==> src/sv/pate_pkg.sv <==
// ----------------------------------------------------------------------------
// pate_pkg: shared types and constants
// Field widths, command codes and sequencer states for the transform engine.
// ----------------------------------------------------------------------------
package pate_pkg;

   localparam int MAX_VERTICES = 6;
   localparam int IDX_W = $clog2(MAX_VERTICES);
   localparam int CNT_W = 3;
   localparam logic [CNT_W-1:0] COUNT_RESET = 3'd4;
   // last step of the centroid divider: 19 quotient bits
   localparam logic [4:0] DIV_LAST = 5'd18;

   typedef enum logic [2:0] {
      MODE_LOAD      = 3'd0,
      MODE_READ      = 3'd1,
      MODE_TRANSLATE = 3'd2,
      MODE_ROTATE    = 3'd3,
      MODE_SCALE     = 3'd4,
      MODE_SHEAR     = 3'd5,
      MODE_REFLECT   = 3'd6,
      MODE_NONE      = 3'd7
   } mode_type;

   typedef enum logic [10:0] {
      ST_IDLE   = 11'b00000000001,
      ST_SUM    = 11'b00000000010,
      ST_DIVX   = 11'b00000000100,
      ST_DIVY   = 11'b00000001000,
      ST_FETCH  = 11'b00000010000,
      ST_MUL1   = 11'b00000100000,
      ST_MUL2   = 11'b00001000000,
      ST_MUL3   = 11'b00010000000,
      ST_MUL4   = 11'b00100000000,
      ST_WRITE  = 11'b01000000000,
      ST_DONE   = 11'b10000000000
   } state_type;

   function automatic logic signed [15:0] sat16(input logic signed [35:0] v,
                                                output logic ovf);
      ovf = 1'b0;
      if (v > 36'sd32767) begin
         ovf = 1'b1;
         sat16 = 16'sh7fff;
      end else if (v < -36'sd32768) begin
         ovf = 1'b1;
         sat16 = -16'sh8000;
      end else begin
         sat16 = v[15:0];
      end
   endfunction

endpackage

==> src/sv/polygon_affine_transform_engine_core.sv <==
// ----------------------------------------------------------------------------
// polygon_affine_transform_engine_core
// Vertex store with load, read and affine transforms in Q8.8 / Q4.12.
// ----------------------------------------------------------------------------
// One command at a time. Load, read, the unused code and any transform with a
// vertex count of 0 go from the accepting state straight to the done state.
// With n vertices in use a translate or reflect fetches and writes back each
// vertex, a scale or shear uses one shared 18x16 multiplier twice per vertex,
// and a rotate first forms the centroid sum over the n vertices, then runs two
// restoring divisions by n (one quotient bit per cycle), then forms four
// products per vertex before each write-back. The result waits in an output
// register; the next command is taken the cycle after it has been transferred.
module polygon_affine_transform_engine_core
   import pate_pkg::*;
(
   input  logic               clock,
   input  logic               reset,
   input  logic               req_valid,
   output logic               req_ready,
   input  logic [2:0]         req_mode,
   input  logic [2:0]         req_vertex_index,
   input  logic signed [15:0] req_coord_x,
   input  logic signed [15:0] req_coord_y,
   input  logic signed [15:0] req_factor_a,
   input  logic signed [15:0] req_factor_b,
   output logic               rsp_valid,
   input  logic               rsp_ready,
   output logic signed [15:0] rsp_vertex_x,
   output logic signed [15:0] rsp_vertex_y,
   output logic               rsp_overflow,
   input  logic               csr_valid,
   output logic               csr_ready,
   input  logic [2:0]         csr_vertex_count
);

   state_type state_ff, state_in;
   logic [CNT_W-1:0] count_ff, count_in;
   logic signed [15:0] xs_ff [MAX_VERTICES];
   logic signed [15:0] ys_ff [MAX_VERTICES];
   mode_type mode_ff;
   logic signed [15:0] cx_ff, cy_ff, a_ff, b_ff;
   logic [IDX_W-1:0] ptr_ff, ptr_in;
   logic [CNT_W-1:0] n_ff;
   logic signed [18:0] sx_ff, sy_ff;
   // divider: magnitude remainder/quotient
   logic [18:0] dq_ff, dq_in;
   logic [CNT_W:0] drem_ff, drem_in;
   logic [4:0] dcnt_ff, dcnt_in;
   logic signed [15:0] cenx_ff, ceny_ff;
   logic signed [17:0] px_ff, py_ff;  // vertex operands (dx, dy or x, y)
   logic signed [35:0] acc_ff;
   logic signed [35:0] accx_ff;
   logic ovf_ff;
   logic signed [15:0] ox_ff, oy_ff;
   logic rv_ff;

   assign req_ready = state_ff == ST_IDLE && !rv_ff;
   assign csr_ready = 1'b1;
   assign rsp_valid = rv_ff;
   assign rsp_vertex_x = ox_ff;
   assign rsp_vertex_y = oy_ff;
   assign rsp_overflow = ovf_ff;

   wire req_xfer = req_valid && req_ready;
   wire req_xform = req_mode == MODE_TRANSLATE || req_mode == MODE_ROTATE ||
                    req_mode == MODE_SCALE || req_mode == MODE_SHEAR ||
                    req_mode == MODE_REFLECT;
   wire last = {1'b0, ptr_ff} + 4'd1 >= {1'b0, n_ff};

   // shared multiplier operands
   logic signed [17:0] mop1;
   logic signed [15:0] mop2;
   logic signed [33:0] prod;
   assign prod = mop1 * mop2;

   // rotate: dx*a, dy*b, dx*b, dy*a over MUL1..MUL4
   always_comb begin
      mop1 = px_ff;
      mop2 = a_ff;
      unique case (mode_ff)
         MODE_ROTATE: begin
            mop1 = (state_ff == ST_MUL1 || state_ff == ST_MUL3) ? px_ff : py_ff;
            mop2 = (state_ff == ST_MUL1 || state_ff == ST_MUL4) ? a_ff : b_ff;
         end
         MODE_SCALE: begin
            mop1 = state_ff == ST_MUL1 ? px_ff : py_ff;
            mop2 = state_ff == ST_MUL1 ? a_ff : b_ff;
         end
         MODE_SHEAR: begin
            mop1 = state_ff == ST_MUL1 ? py_ff : px_ff;
            mop2 = state_ff == ST_MUL1 ? a_ff : b_ff;
         end
         default: begin
            mop1 = px_ff;
            mop2 = a_ff;
         end
      endcase
   end

   // division step: |sum| / n, then sign restore (truncate toward zero)
   logic [CNT_W+1:0] dtrial;
   assign dtrial = {drem_ff, dq_ff[18]} - {2'b00, n_ff};

   always_comb begin
      dq_in = {dq_ff[17:0], 1'b0};
      drem_in = drem_ff;
      if (dtrial[CNT_W+1]) begin
         drem_in = {drem_ff[CNT_W-1:0], dq_ff[18]};
      end else begin
         drem_in = dtrial[CNT_W:0];
         dq_in[0] = 1'b1;
      end
   end

   assign dcnt_in = ((state_ff == ST_DIVX || state_ff == ST_DIVY) && dcnt_ff != DIV_LAST) ?
                    dcnt_ff + 5'd1 : 5'd0;

   logic signed [35:0] newx, newy, prod_s;
   logic ox_sat, oy_sat;
   logic signed [15:0] wx, wy;
   assign prod_s = 36'(prod);

   always_comb begin
      newx = 36'(xs_ff[ptr_ff]);
      newy = 36'(ys_ff[ptr_ff]);
      unique case (mode_ff)
         MODE_TRANSLATE: begin
            newx = 36'(xs_ff[ptr_ff]) + 36'(cx_ff);
            newy = 36'(ys_ff[ptr_ff]) + 36'(cy_ff);
         end
         MODE_ROTATE: begin
            newx = 36'(cenx_ff) + (accx_ff >>> 12);
            newy = 36'(ceny_ff) + (acc_ff >>> 12);
         end
         MODE_SCALE: begin
            newx = accx_ff >>> 12;
            newy = acc_ff >>> 12;
         end
         MODE_SHEAR: begin
            newx = 36'(xs_ff[ptr_ff]) + (accx_ff >>> 12);
            newy = 36'(ys_ff[ptr_ff]) + (acc_ff >>> 12);
         end
         MODE_REFLECT: newx = -36'(xs_ff[ptr_ff]);
         default: ;
      endcase
      wx = sat16(newx, ox_sat);
      wy = sat16(newy, oy_sat);
      if (mode_ff == MODE_REFLECT) begin
         wy = ys_ff[ptr_ff];
         oy_sat = 1'b0;
      end
   end

   always_comb begin
      state_in = state_ff;
      ptr_in = ptr_ff;
      unique case (state_ff)
         ST_IDLE: if (req_xfer) begin
            ptr_in = '0;
            if (req_xform && count_ff != '0)
               state_in = req_mode == MODE_ROTATE ? ST_SUM : ST_FETCH;
            else
               state_in = ST_DONE;
         end
         ST_SUM: begin
            ptr_in = ptr_ff + IDX_W'(1);
            if (last) state_in = ST_DIVX;
         end
         ST_DIVX: if (dcnt_ff == DIV_LAST) state_in = ST_DIVY;
         ST_DIVY: if (dcnt_ff == DIV_LAST) begin
            state_in = ST_FETCH;
            ptr_in = '0;
         end
         ST_FETCH: state_in = mode_ff == MODE_TRANSLATE || mode_ff == MODE_REFLECT ?
                              ST_WRITE : ST_MUL1;
         ST_MUL1: state_in = ST_MUL2;
         ST_MUL2: state_in = mode_ff == MODE_ROTATE ? ST_MUL3 : ST_WRITE;
         ST_MUL3: state_in = ST_MUL4;
         ST_MUL4: state_in = ST_WRITE;
         ST_WRITE: begin
            ptr_in = ptr_ff + IDX_W'(1);
            state_in = last ? ST_DONE : ST_FETCH;
         end
         ST_DONE: state_in = ST_IDLE;
         default: state_in = ST_IDLE;
      endcase
   end

   assign count_in = csr_valid ? csr_vertex_count : count_ff;

   always_ff @(posedge clock) begin
      if (reset) begin
         state_ff <= ST_IDLE;
         count_ff <= COUNT_RESET;
         rv_ff <= 1'b0;
      end else begin
         state_ff <= state_in;
         count_ff <= count_in;
         if (state_ff == ST_DONE) rv_ff <= 1'b1;
         else if (rv_ff && rsp_ready) rv_ff <= 1'b0;
      end
   end

   always_ff @(posedge clock) begin
      ptr_ff <= ptr_in;
      dcnt_ff <= dcnt_in;
      unique case (state_ff)
         ST_IDLE: if (req_xfer) begin
            mode_ff <= mode_type'(req_mode);
            cx_ff <= req_coord_x;
            cy_ff <= req_coord_y;
            a_ff <= req_factor_a;
            b_ff <= req_factor_b;
            n_ff <= count_ff > CNT_W'(MAX_VERTICES) ? CNT_W'(MAX_VERTICES) : count_ff;
            sx_ff <= '0;
            sy_ff <= '0;
            ovf_ff <= 1'b0;
            if (req_mode == MODE_LOAD && 32'(req_vertex_index) < MAX_VERTICES) begin
               xs_ff[IDX_W'(req_vertex_index)] <= req_coord_x;
               ys_ff[IDX_W'(req_vertex_index)] <= req_coord_y;
            end
            if (req_mode == MODE_READ && 32'(req_vertex_index) < MAX_VERTICES) begin
               ox_ff <= xs_ff[IDX_W'(req_vertex_index)];
               oy_ff <= ys_ff[IDX_W'(req_vertex_index)];
            end else begin
               ox_ff <= '0;
               oy_ff <= '0;
            end
         end
         ST_SUM: begin
            sx_ff <= sx_ff + 19'(xs_ff[ptr_ff]);
            sy_ff <= sy_ff + 19'(ys_ff[ptr_ff]);
            dq_ff <= (sx_ff + 19'(xs_ff[ptr_ff])) < 0 ?
                     19'(-(sx_ff + 19'(xs_ff[ptr_ff]))) : 19'(sx_ff + 19'(xs_ff[ptr_ff]));
            drem_ff <= '0;
         end
         ST_DIVX, ST_DIVY: begin
            if (dcnt_ff == DIV_LAST) begin
               drem_ff <= '0;
               if (state_ff == ST_DIVX) begin
                  cenx_ff <= 16'(sx_ff[18] ? -$signed(dq_in) : $signed(dq_in));
                  dq_ff <= sy_ff[18] ? 19'(-sy_ff) : sy_ff;
               end else begin
                  ceny_ff <= 16'(sy_ff[18] ? -$signed(dq_in) : $signed(dq_in));
                  dq_ff <= dq_in;
               end
            end else begin
               dq_ff <= dq_in;
               drem_ff <= drem_in;
            end
         end
         ST_FETCH: begin
            if (mode_ff == MODE_ROTATE) begin
               px_ff <= 18'(xs_ff[ptr_ff]) - 18'(cenx_ff);
               py_ff <= 18'(ys_ff[ptr_ff]) - 18'(ceny_ff);
            end else begin
               px_ff <= 18'(xs_ff[ptr_ff]);
               py_ff <= 18'(ys_ff[ptr_ff]);
            end
         end
         ST_MUL1: accx_ff <= prod_s;
         ST_MUL2: begin
            if (mode_ff == MODE_ROTATE)
               accx_ff <= accx_ff - prod_s;
            else
               acc_ff <= prod_s;
         end
         ST_MUL3: acc_ff <= prod_s;
         ST_MUL4: acc_ff <= acc_ff + prod_s;
         ST_WRITE: begin
            xs_ff[ptr_ff] <= wx;
            ys_ff[ptr_ff] <= wy;
            ovf_ff <= ovf_ff | ox_sat | oy_sat;
         end
         default: ;
      endcase
   end

endmodule

==> config.mk <==
export PLATFORM = sky130hd
export DESIGN_NAME = polygon_affine_transform_engine_core
export DESIGN_NICKNAME = d
export VERILOG_FILES = /design/src/sv/pate_pkg.sv /design/src/sv/polygon_affine_transform_engine_core.sv
export SDC_FILE = /design/constraint.sdc
export NUM_CORES = 2
export LEC_CHECK = 0
export BUFFER_PORTS_ARGS = -buffer_cell sky130_fd_sc_hd__buf_2
export CAP_MARGIN = 15
export CORE_MARGIN = 4
export CORE_UTILIZATION = 47
export CTS_CLUSTER_SIZE = 12
export DETAILED_ROUTE_END_ITERATION = 8
export SYNTH_ARGS = -nofsm -noshare
export SYNTH_HDL_FRONTEND = slang
export SYNTH_SLANG_ARGS = --single-unit
==> constraint.sdc <==
create_clock -name clock -period 11.8 [get_ports clock]
set_input_delay 0 -clock clock [delete_from_list [all_inputs] [get_ports clock]]
set_output_delay 0 -clock clock [all_outputs]
set_load 0.01 [all_outputs]
; ---- Word level (Yosys, flattened, before mapping)
; Memory sizes are Yosys's and may differ from the RTL's. A register that Yosys moved wholly into a read port is not among the register bits.
; Cells that the tools add are included.
[word_totals]
register_bits = 295
latch_bits = 0
ram_bits = 192
rom_bits = 0
input_bits = 78
output_inout_bits = 36
wordCells = 198
n_memories = 2
[mem_list]
columns = memory, depth, width, read_ports, rd_ports_with_merged_regs, wr, line
row1 = xs_ff, 6, 16, 2, 2, 1, polygon_affine_transform_engine_core.sv:38  ; logic signed [15:0] xs_ff [MAX_VERTICES];
row2 = ys_ff, 6, 16, 2, 2, 1, polygon_affine_transform_engine_core.sv:39  ; logic signed [15:0] ys_ff [MAX_VERTICES];
[op_classes]
add_sub_neg = 21
n_mul = 1
div = 0
n_lt_le_gt_ge = 8
eq_ne = 30
shifts = 0
mux = 70
bitwise = 3
reduce_logical = 41
[op_table]
columns = operator, n
row1 = $pmux W36 S5, 1
row2 = $mux W16, 11
row3 = $pmux W36 S4, 1
row4 = $pmux W19 S2, 3
row5 = $pmux W11 S10, 1
row6 = $pmux W36 S3, 1
row7 = $add A16 B24 Y25, 4
row8 = $mux W19, 5
row9 = $mux W18, 5
row10 = $gt A36 B16 Y1 const B, 2
row11 = $lt A36 B16 Y1 const B, 2
row12 = $mux W36, 2
row13 = $pmux W36 S2, 1
row14 = $mux W11, 6
row15 = $pmux W18 S3, 1
row16 = $add A19 B16 Y19, 2
row17 = $neg A19 Y19, 2
row18 = $add A36 B34 Y36, 1
row19 = $neg A16 Y36, 1
row20 = $sub A36 B34 Y36, 1
row21 = $add A16 B16 Y17, 2
row22 = $mul A18 B16 Y34, 1
row23 = $sub A16 B16 Y17, 2
row24 = $pmux W16 S2, 1
row25 = other kinds (49), 115

; ---- Logic depth before layout (Yosys ltp)
[logic_depth]
depth_word = 9
depth_mapped = 49
mapped_depth_nobuf = 46

; ---- Worst setup path after synthesis
; Ideal clock, no wire load.
[synth_timing]
kind = register to register
startpoint = reg mode_ff[1]
endpoint = reg accx_ff[35], data pin
setup_ns = 0.276
arrival_ns = 10.477
required_time_ns = 11.524
setup_slack_ns = 1.047
stages_incl_launch_ff = 46
path_buffers = 3
period_less_slack_ns = 10.753
cell_sequence = edfxtp_1 inv_1 nand2_1 nor2_1 clkbuf_1 buf_1 a21oi_1 a21oi_1 clkbuf_1 mux2i_1 nor2_1 fa_1 inv_1 fa_1 fa_1 fa_1 inv_1 fa_1 [10 not listed] a21o_1 a21oi_1 xnor2_1 inv_1 ha_1 o21a_1 a21oi_1 o21ai_0 a22o_1 o221a_2 maj3_1 o211ai_1 a21o_1 o2111ai_1 nand3_1 a2111o_1 a221oi_2 xnor2_1
[synth_via]
elab_chain_cells = 7
word_cells_on_any_way = 10
classes_between = add/sub: 1 / mul: 1 / eq/ne: 3 / mux: 4 / reduce/logical: 1
[synth_rtl]
columns = item, line
row1 = "start, declared", polygon_affine_transform_engine_core.sv:40  ; mode_type mode_ff;
row2 = "start signal, assigned", polygon_affine_transform_engine_core.sv:209  ; mode_ff <= mode_type'(req_mode);
row3 = $eq A3 B3 Y1, polygon_affine_transform_engine_core.sv:80  ; unique case (mode_ff)
row4 = $reduce_or A2 Y1 (no source line), n/a
row5 = $pmux W16 S2, polygon_affine_transform_engine_core.sv:80
row6 = $mul A18 B16 Y34 (*), polygon_affine_transform_engine_core.sv:74  ; assign prod = mop1 * mop2;
row7 = $sub A36 B34 Y36, polygon_affine_transform_engine_core.sv:264  ; accx_ff <= accx_ff - prod_s;
row8 = $mux W36, polygon_affine_transform_engine_core.sv:263  ; if (mode_ff == MODE_ROTATE)
row9 = $pmux W36 S2 (*), polygon_affine_transform_engine_core.sv:207  ; unique case (state_ff)
row10 = "end signal, assigned", polygon_affine_transform_engine_core.sv:261  ; ST_MUL1: accx_ff <= prod_s;
row11 = "end signal, assigned", polygon_affine_transform_engine_core.sv:264
row12 = "end, declared", polygon_affine_transform_engine_core.sv:52  ; logic signed [35:0] accx_ff;
; Mark *: on every way between the ends. The rest lies on a longest branch, timed or not. The select of a mux whose other input is x is not followed.
; A chain may end at the register's enable or synchronous reset.

; ---- Worst setup path after layout
[layout_timing]
startpoint = reg state_ff[0]
endpoint = reg accx_ff[33], data pin
[layout_via]
elab_chain_cells = 8
word_cells_on_any_way = 17
classes_between = add/sub: 1 / mul: 1 / eq/ne: 4 / mux: 9 / reduce/logical: 2
[layout_rtl]
columns = item, line
row1 = "start, declared", polygon_affine_transform_engine_core.sv:36  ; state_type state_ff, state_in;
row2 = "start signal, assigned", polygon_affine_transform_engine_core.sv:197  ; state_ff <= state_in;
row3 = $eq A11 B6 Y1 (tied with other cells), n/a
row4 = "$logic_or A1 B1 Y1, on equally long branches", "polygon_affine_transform_engine_core.sv:82, polygon_affine_transform_engine_core.sv:83"
row5 = $mux W18 / $mux W16 (equally long branches), "polygon_affine_transform_engine_core.sv:82, polygon_affine_transform_engine_core.sv:83"
row6 = $pmux W18 S3 / $pmux W16 S2 (equally long branches), polygon_affine_transform_engine_core.sv:80
row7 = $mul A18 B16 Y34, polygon_affine_transform_engine_core.sv:74
row8 = $sub A36 B34 Y36, polygon_affine_transform_engine_core.sv:264
row9 = $mux W36, polygon_affine_transform_engine_core.sv:263
row10 = $pmux W36 S2 (*), polygon_affine_transform_engine_core.sv:207
; Marks and branches as above.

==> results_dict.tcl <==
set metrics [dict create \
    layout.nets 5758 \
    yosysTopAreaCell "edfxtp_1" \
    rsz0062_at_grt "true" \
    vias 37810 \
    clock_path_buffers 3 \
    fin_tns_setup_ns 0 \
    clkTransAtPathRegs_ns 0.06 \
    cp.required_ns 12.21 \
    status "complete, no violations" \
    synth_edf_count 497 \
    synth.distinct_cells 101 \
    synth_top_area_share 0.3176 \
    row_count 115 \
    synth_area_per_cell_um2 9.687 \
    regArea_mm2 0.01539 \
    synth-seq-cells 520 \
    cp_num_buf_inv 6 \
    period_share 0.9582 \
    antenna_found_initial 3 \
    die_h_um 324.2 \
    wl_per_cell_um 23.69 \
    critPathLaunchType "register" \
    wl_um 151200 \
    slew_viol_final 0 \
    finalSetupViolations 0 \
    grt_pass1_vias 37100 \
    slew_headroom 0.2045 \
    path_depth 40 \
    grt_pass1_wl_um 227100 \
    cp_slowest_cell "o21ai_1" \
    layout-drive-gt1-share 0.09521 \
    path_common_cell "fa_1" \
    io_pins 114 \
    drcViolationCount 0 \
    synthTopCellsByArea "edfxtp_1 (32%), fa_1 (12%), ha_1 (9.0%)" \
    io_buffers 112 \
    worstMarginPinSlew_ns 1.183 \
    dr.pass1.iters 6 \
    critPathTopFamily "adder cells" \
    path_max_fanout 45 \
    fillers 8993 \
    initial_utilization 0.4754 \
    cp.arrival_ns 11.72 \
    cts_tree "yes" \
    clock_latency_ns 0.69 \
    final_hold_viol_count 0 \
    globalRoute.totalOverflow 0 \
    syn-cell-area_mm2 0.04699 \
    hold_path_class "primary input to register" \
    drv_cap 0 \
    fp.dieArea_mm2 0.1051 \
    core_mm2 0.09885 \
    via_per_inst 5.924 \
    fin_worst_skew_ns 0.05137 \
    min_period_ns 11.31 \
    cpPeakStageDelay_ns 0.73 \
    fmax_mhz 88.44 \
    numCtsBuffers 59 \
    netlist_instances 4851 \
    multiInputGateArea_mm2 0.02900 \
    yosys_warnings 0 \
    cts-root-buf "clkbuf_16" \
    cts.sinks 520 \
    crit_path_end_kind "register" \
    cts_max_level 2 \
    r2r_cells 40 \
    track_usage 0.2871 \
    grt_max_degree 68 \
    hpwl_um 114900 \
    place_congestion 0.9792 \
    worstSetupPathType "register to register" \
    ys_seq_area_frac 0.3274 \
    die_w_um 324.2 \
    synth_ff_type "edfxtp_1" \
    min_path_cells 2 \
    area_growth_syn_to_layout_pct 11.45 \
    synth-async-reset-ratio 0 \
    drt_iter0_drc 3175 \
    synth_nets 5559 \
    drt.antenna.violating_nets 0 \
]
logic make-up (layout without fill, tap and decap cells):
logic type                 count (synthesis)  after routing  share of synthesized area
muxes                                    188            188                    0.05791
AOI/OAI and AO/OA                       1154           1154                     0.1579
and+or+nand+nor                         1347           1347                     0.1295
DFF                                      520            520                     0.3274
other                                      1              3                 0.00007980
adders and majority gates                632            632                     0.2150
buffers and inverters                    727            970                    0.05969
xor gates and xnor gates                 282            282                    0.05256
state kept, by name, summed over array words and instances (netlist names), 5 cells and up, named ones only:
| signal | count |
|---|---|
| ceny_ff | 16 |
| a_ff | 16 |
| rsp_vertex_x | 16 |
| ys_ff | 96 |
| cy_ff | 16 |
| rsp_vertex_y | 16 |
| cenx_ff | 16 |
| cx_ff | 16 |
| dcnt_ff | 5 |
| px_ff | 17 |
| accx_ff | 36 |
| dq_ff | 19 |
| acc_ff | 36 |
| state_ff | 11 |
| sx_ff | 19 |
| py_ff | 17 |
| b_ff | 16 |
| xs_ff | 96 |
| sy_ff | 19 |
per-layer routing:
layer / vias to the layer above / wire, um / GRT usage
met5: - / 0 / 0
met4: 0 / 8396 / 0.1395
met3: 341 / 9654 / 0.04187
met2: 1301 / 71930 / 0.4811
met1: 18650 / 61240 / 0.3671
li1: 17520 / - / -
repair_timing:
action,4_1_cts,5_1_grt
hold buffers,80,0
setup endpoints to repair,0,13
resized for setup,0,21
buffers inserted,0,2
hold endpoints to repair,173,0
final timing paths:
path                    from           to  slack [ns]
max              state_ff[0]  accx_ff[33]        0.49
min          req_coord_y[12]    cy_ff[12]        0.03
max reg2reg      state_ff[0]  accx_ff[33]        0.49
min reg2reg       dcnt_ff[0]   dcnt_ff[0]        0.46
worst reg2reg max path: cells and delay by family, from the launching register on:
kind	cells	cell delay, ns
xor gates and xnor gates	1	0.14
adders and majority gates	9	4.32
and+or+nand+nor	11	2.52
buffers and inverters	6	0.61
DFF	1	0.37
AOI/OAI and AO/OA	13	3.08
Yosys cell counts, types with 27 or more instances:
cell,count
a211oi_1,70
a21o_1,114
a21oi_1,317
a31oi_1,28
and2_1,27
clkbuf_1,130
edfxtp_1,497
fa_1,293
ha_1,337
inv_1,558
mux2i_1,102
mux4_2,64
nand2_1,440
nand2b_1,45
nand3_1,88
nor2_1,477
nor2b_1,32
nor3_1,57
o21a_1,65
o21ai_0,259
o21bai_1,39
o31ai_1,34
or3_1,45
xnor2_1,179
xor2_1,103
per-stage QoR:
stage / worst slack, ns / hold WS, ns / instances / utilization / instance area, um^2
floorplan: 1.047 / 0.07615 / 4851 / - / 46990
global placement: 0.4223 / 0.1781 / 6193 / 0.5001 / 49430
CTS: 0.2195 / 0.001222 / 6378 / 0.5286 / 52250
finish: 0.4927 / 0.02903 / 6383 / 0.5299 / 52380
global route: -0.03614 / 0.02799 / 6382 / 0.5298 / 52370
detailed placement: 0.2167 / 0.1781 / 6193 / 0.5001 / 49430
cell usage in the layout, fill, tap and decap left out, types with 31 or more instances in the layout:
cell type	netlist	layout
a211oi_1	70	70
a21o_1	114	114
a21oi_1	317	311
buf_2	8	111
buf_4	2	109
clkbuf_16	0	59
dlygate4sd3_1	0	80
edfxtp_1	497	497
fa_1	293	293
ha_1	337	337
inv_1	558	556
mux2i_1	102	97
mux4_2	64	64
nand2_1	440	437
nand2b_1	45	45
nand3_1	88	87
nor2_1	477	473
nor2b_1	32	31
nor3_1	57	56
o21a_1	65	60
o21ai_0	259	254
o21bai_1	39	39
o31ai_1	34	33
or3_1	45	45
xnor2_1	179	179
xor2_1	103	103
cell type report:
| class | instances | area share |
|---|---|---|
| multi-input combinational | 3604 | 0.5536 |
| antenna | 2 | 0.00009555 |
| inverter | 562 | 0.04040 |
| clock inverter | 26 | 0.007549 |
| sequential | 520 | 0.2938 |
| tap | 1287 | 0.03074 |
| timing repair buffer | 303 | 0.04281 |
| clock buffer | 79 | 0.03096 |
Power is left out: the tool's default activity adds up to more than one toggle a clock period on the data nets, which glitch-free logic cannot reach.
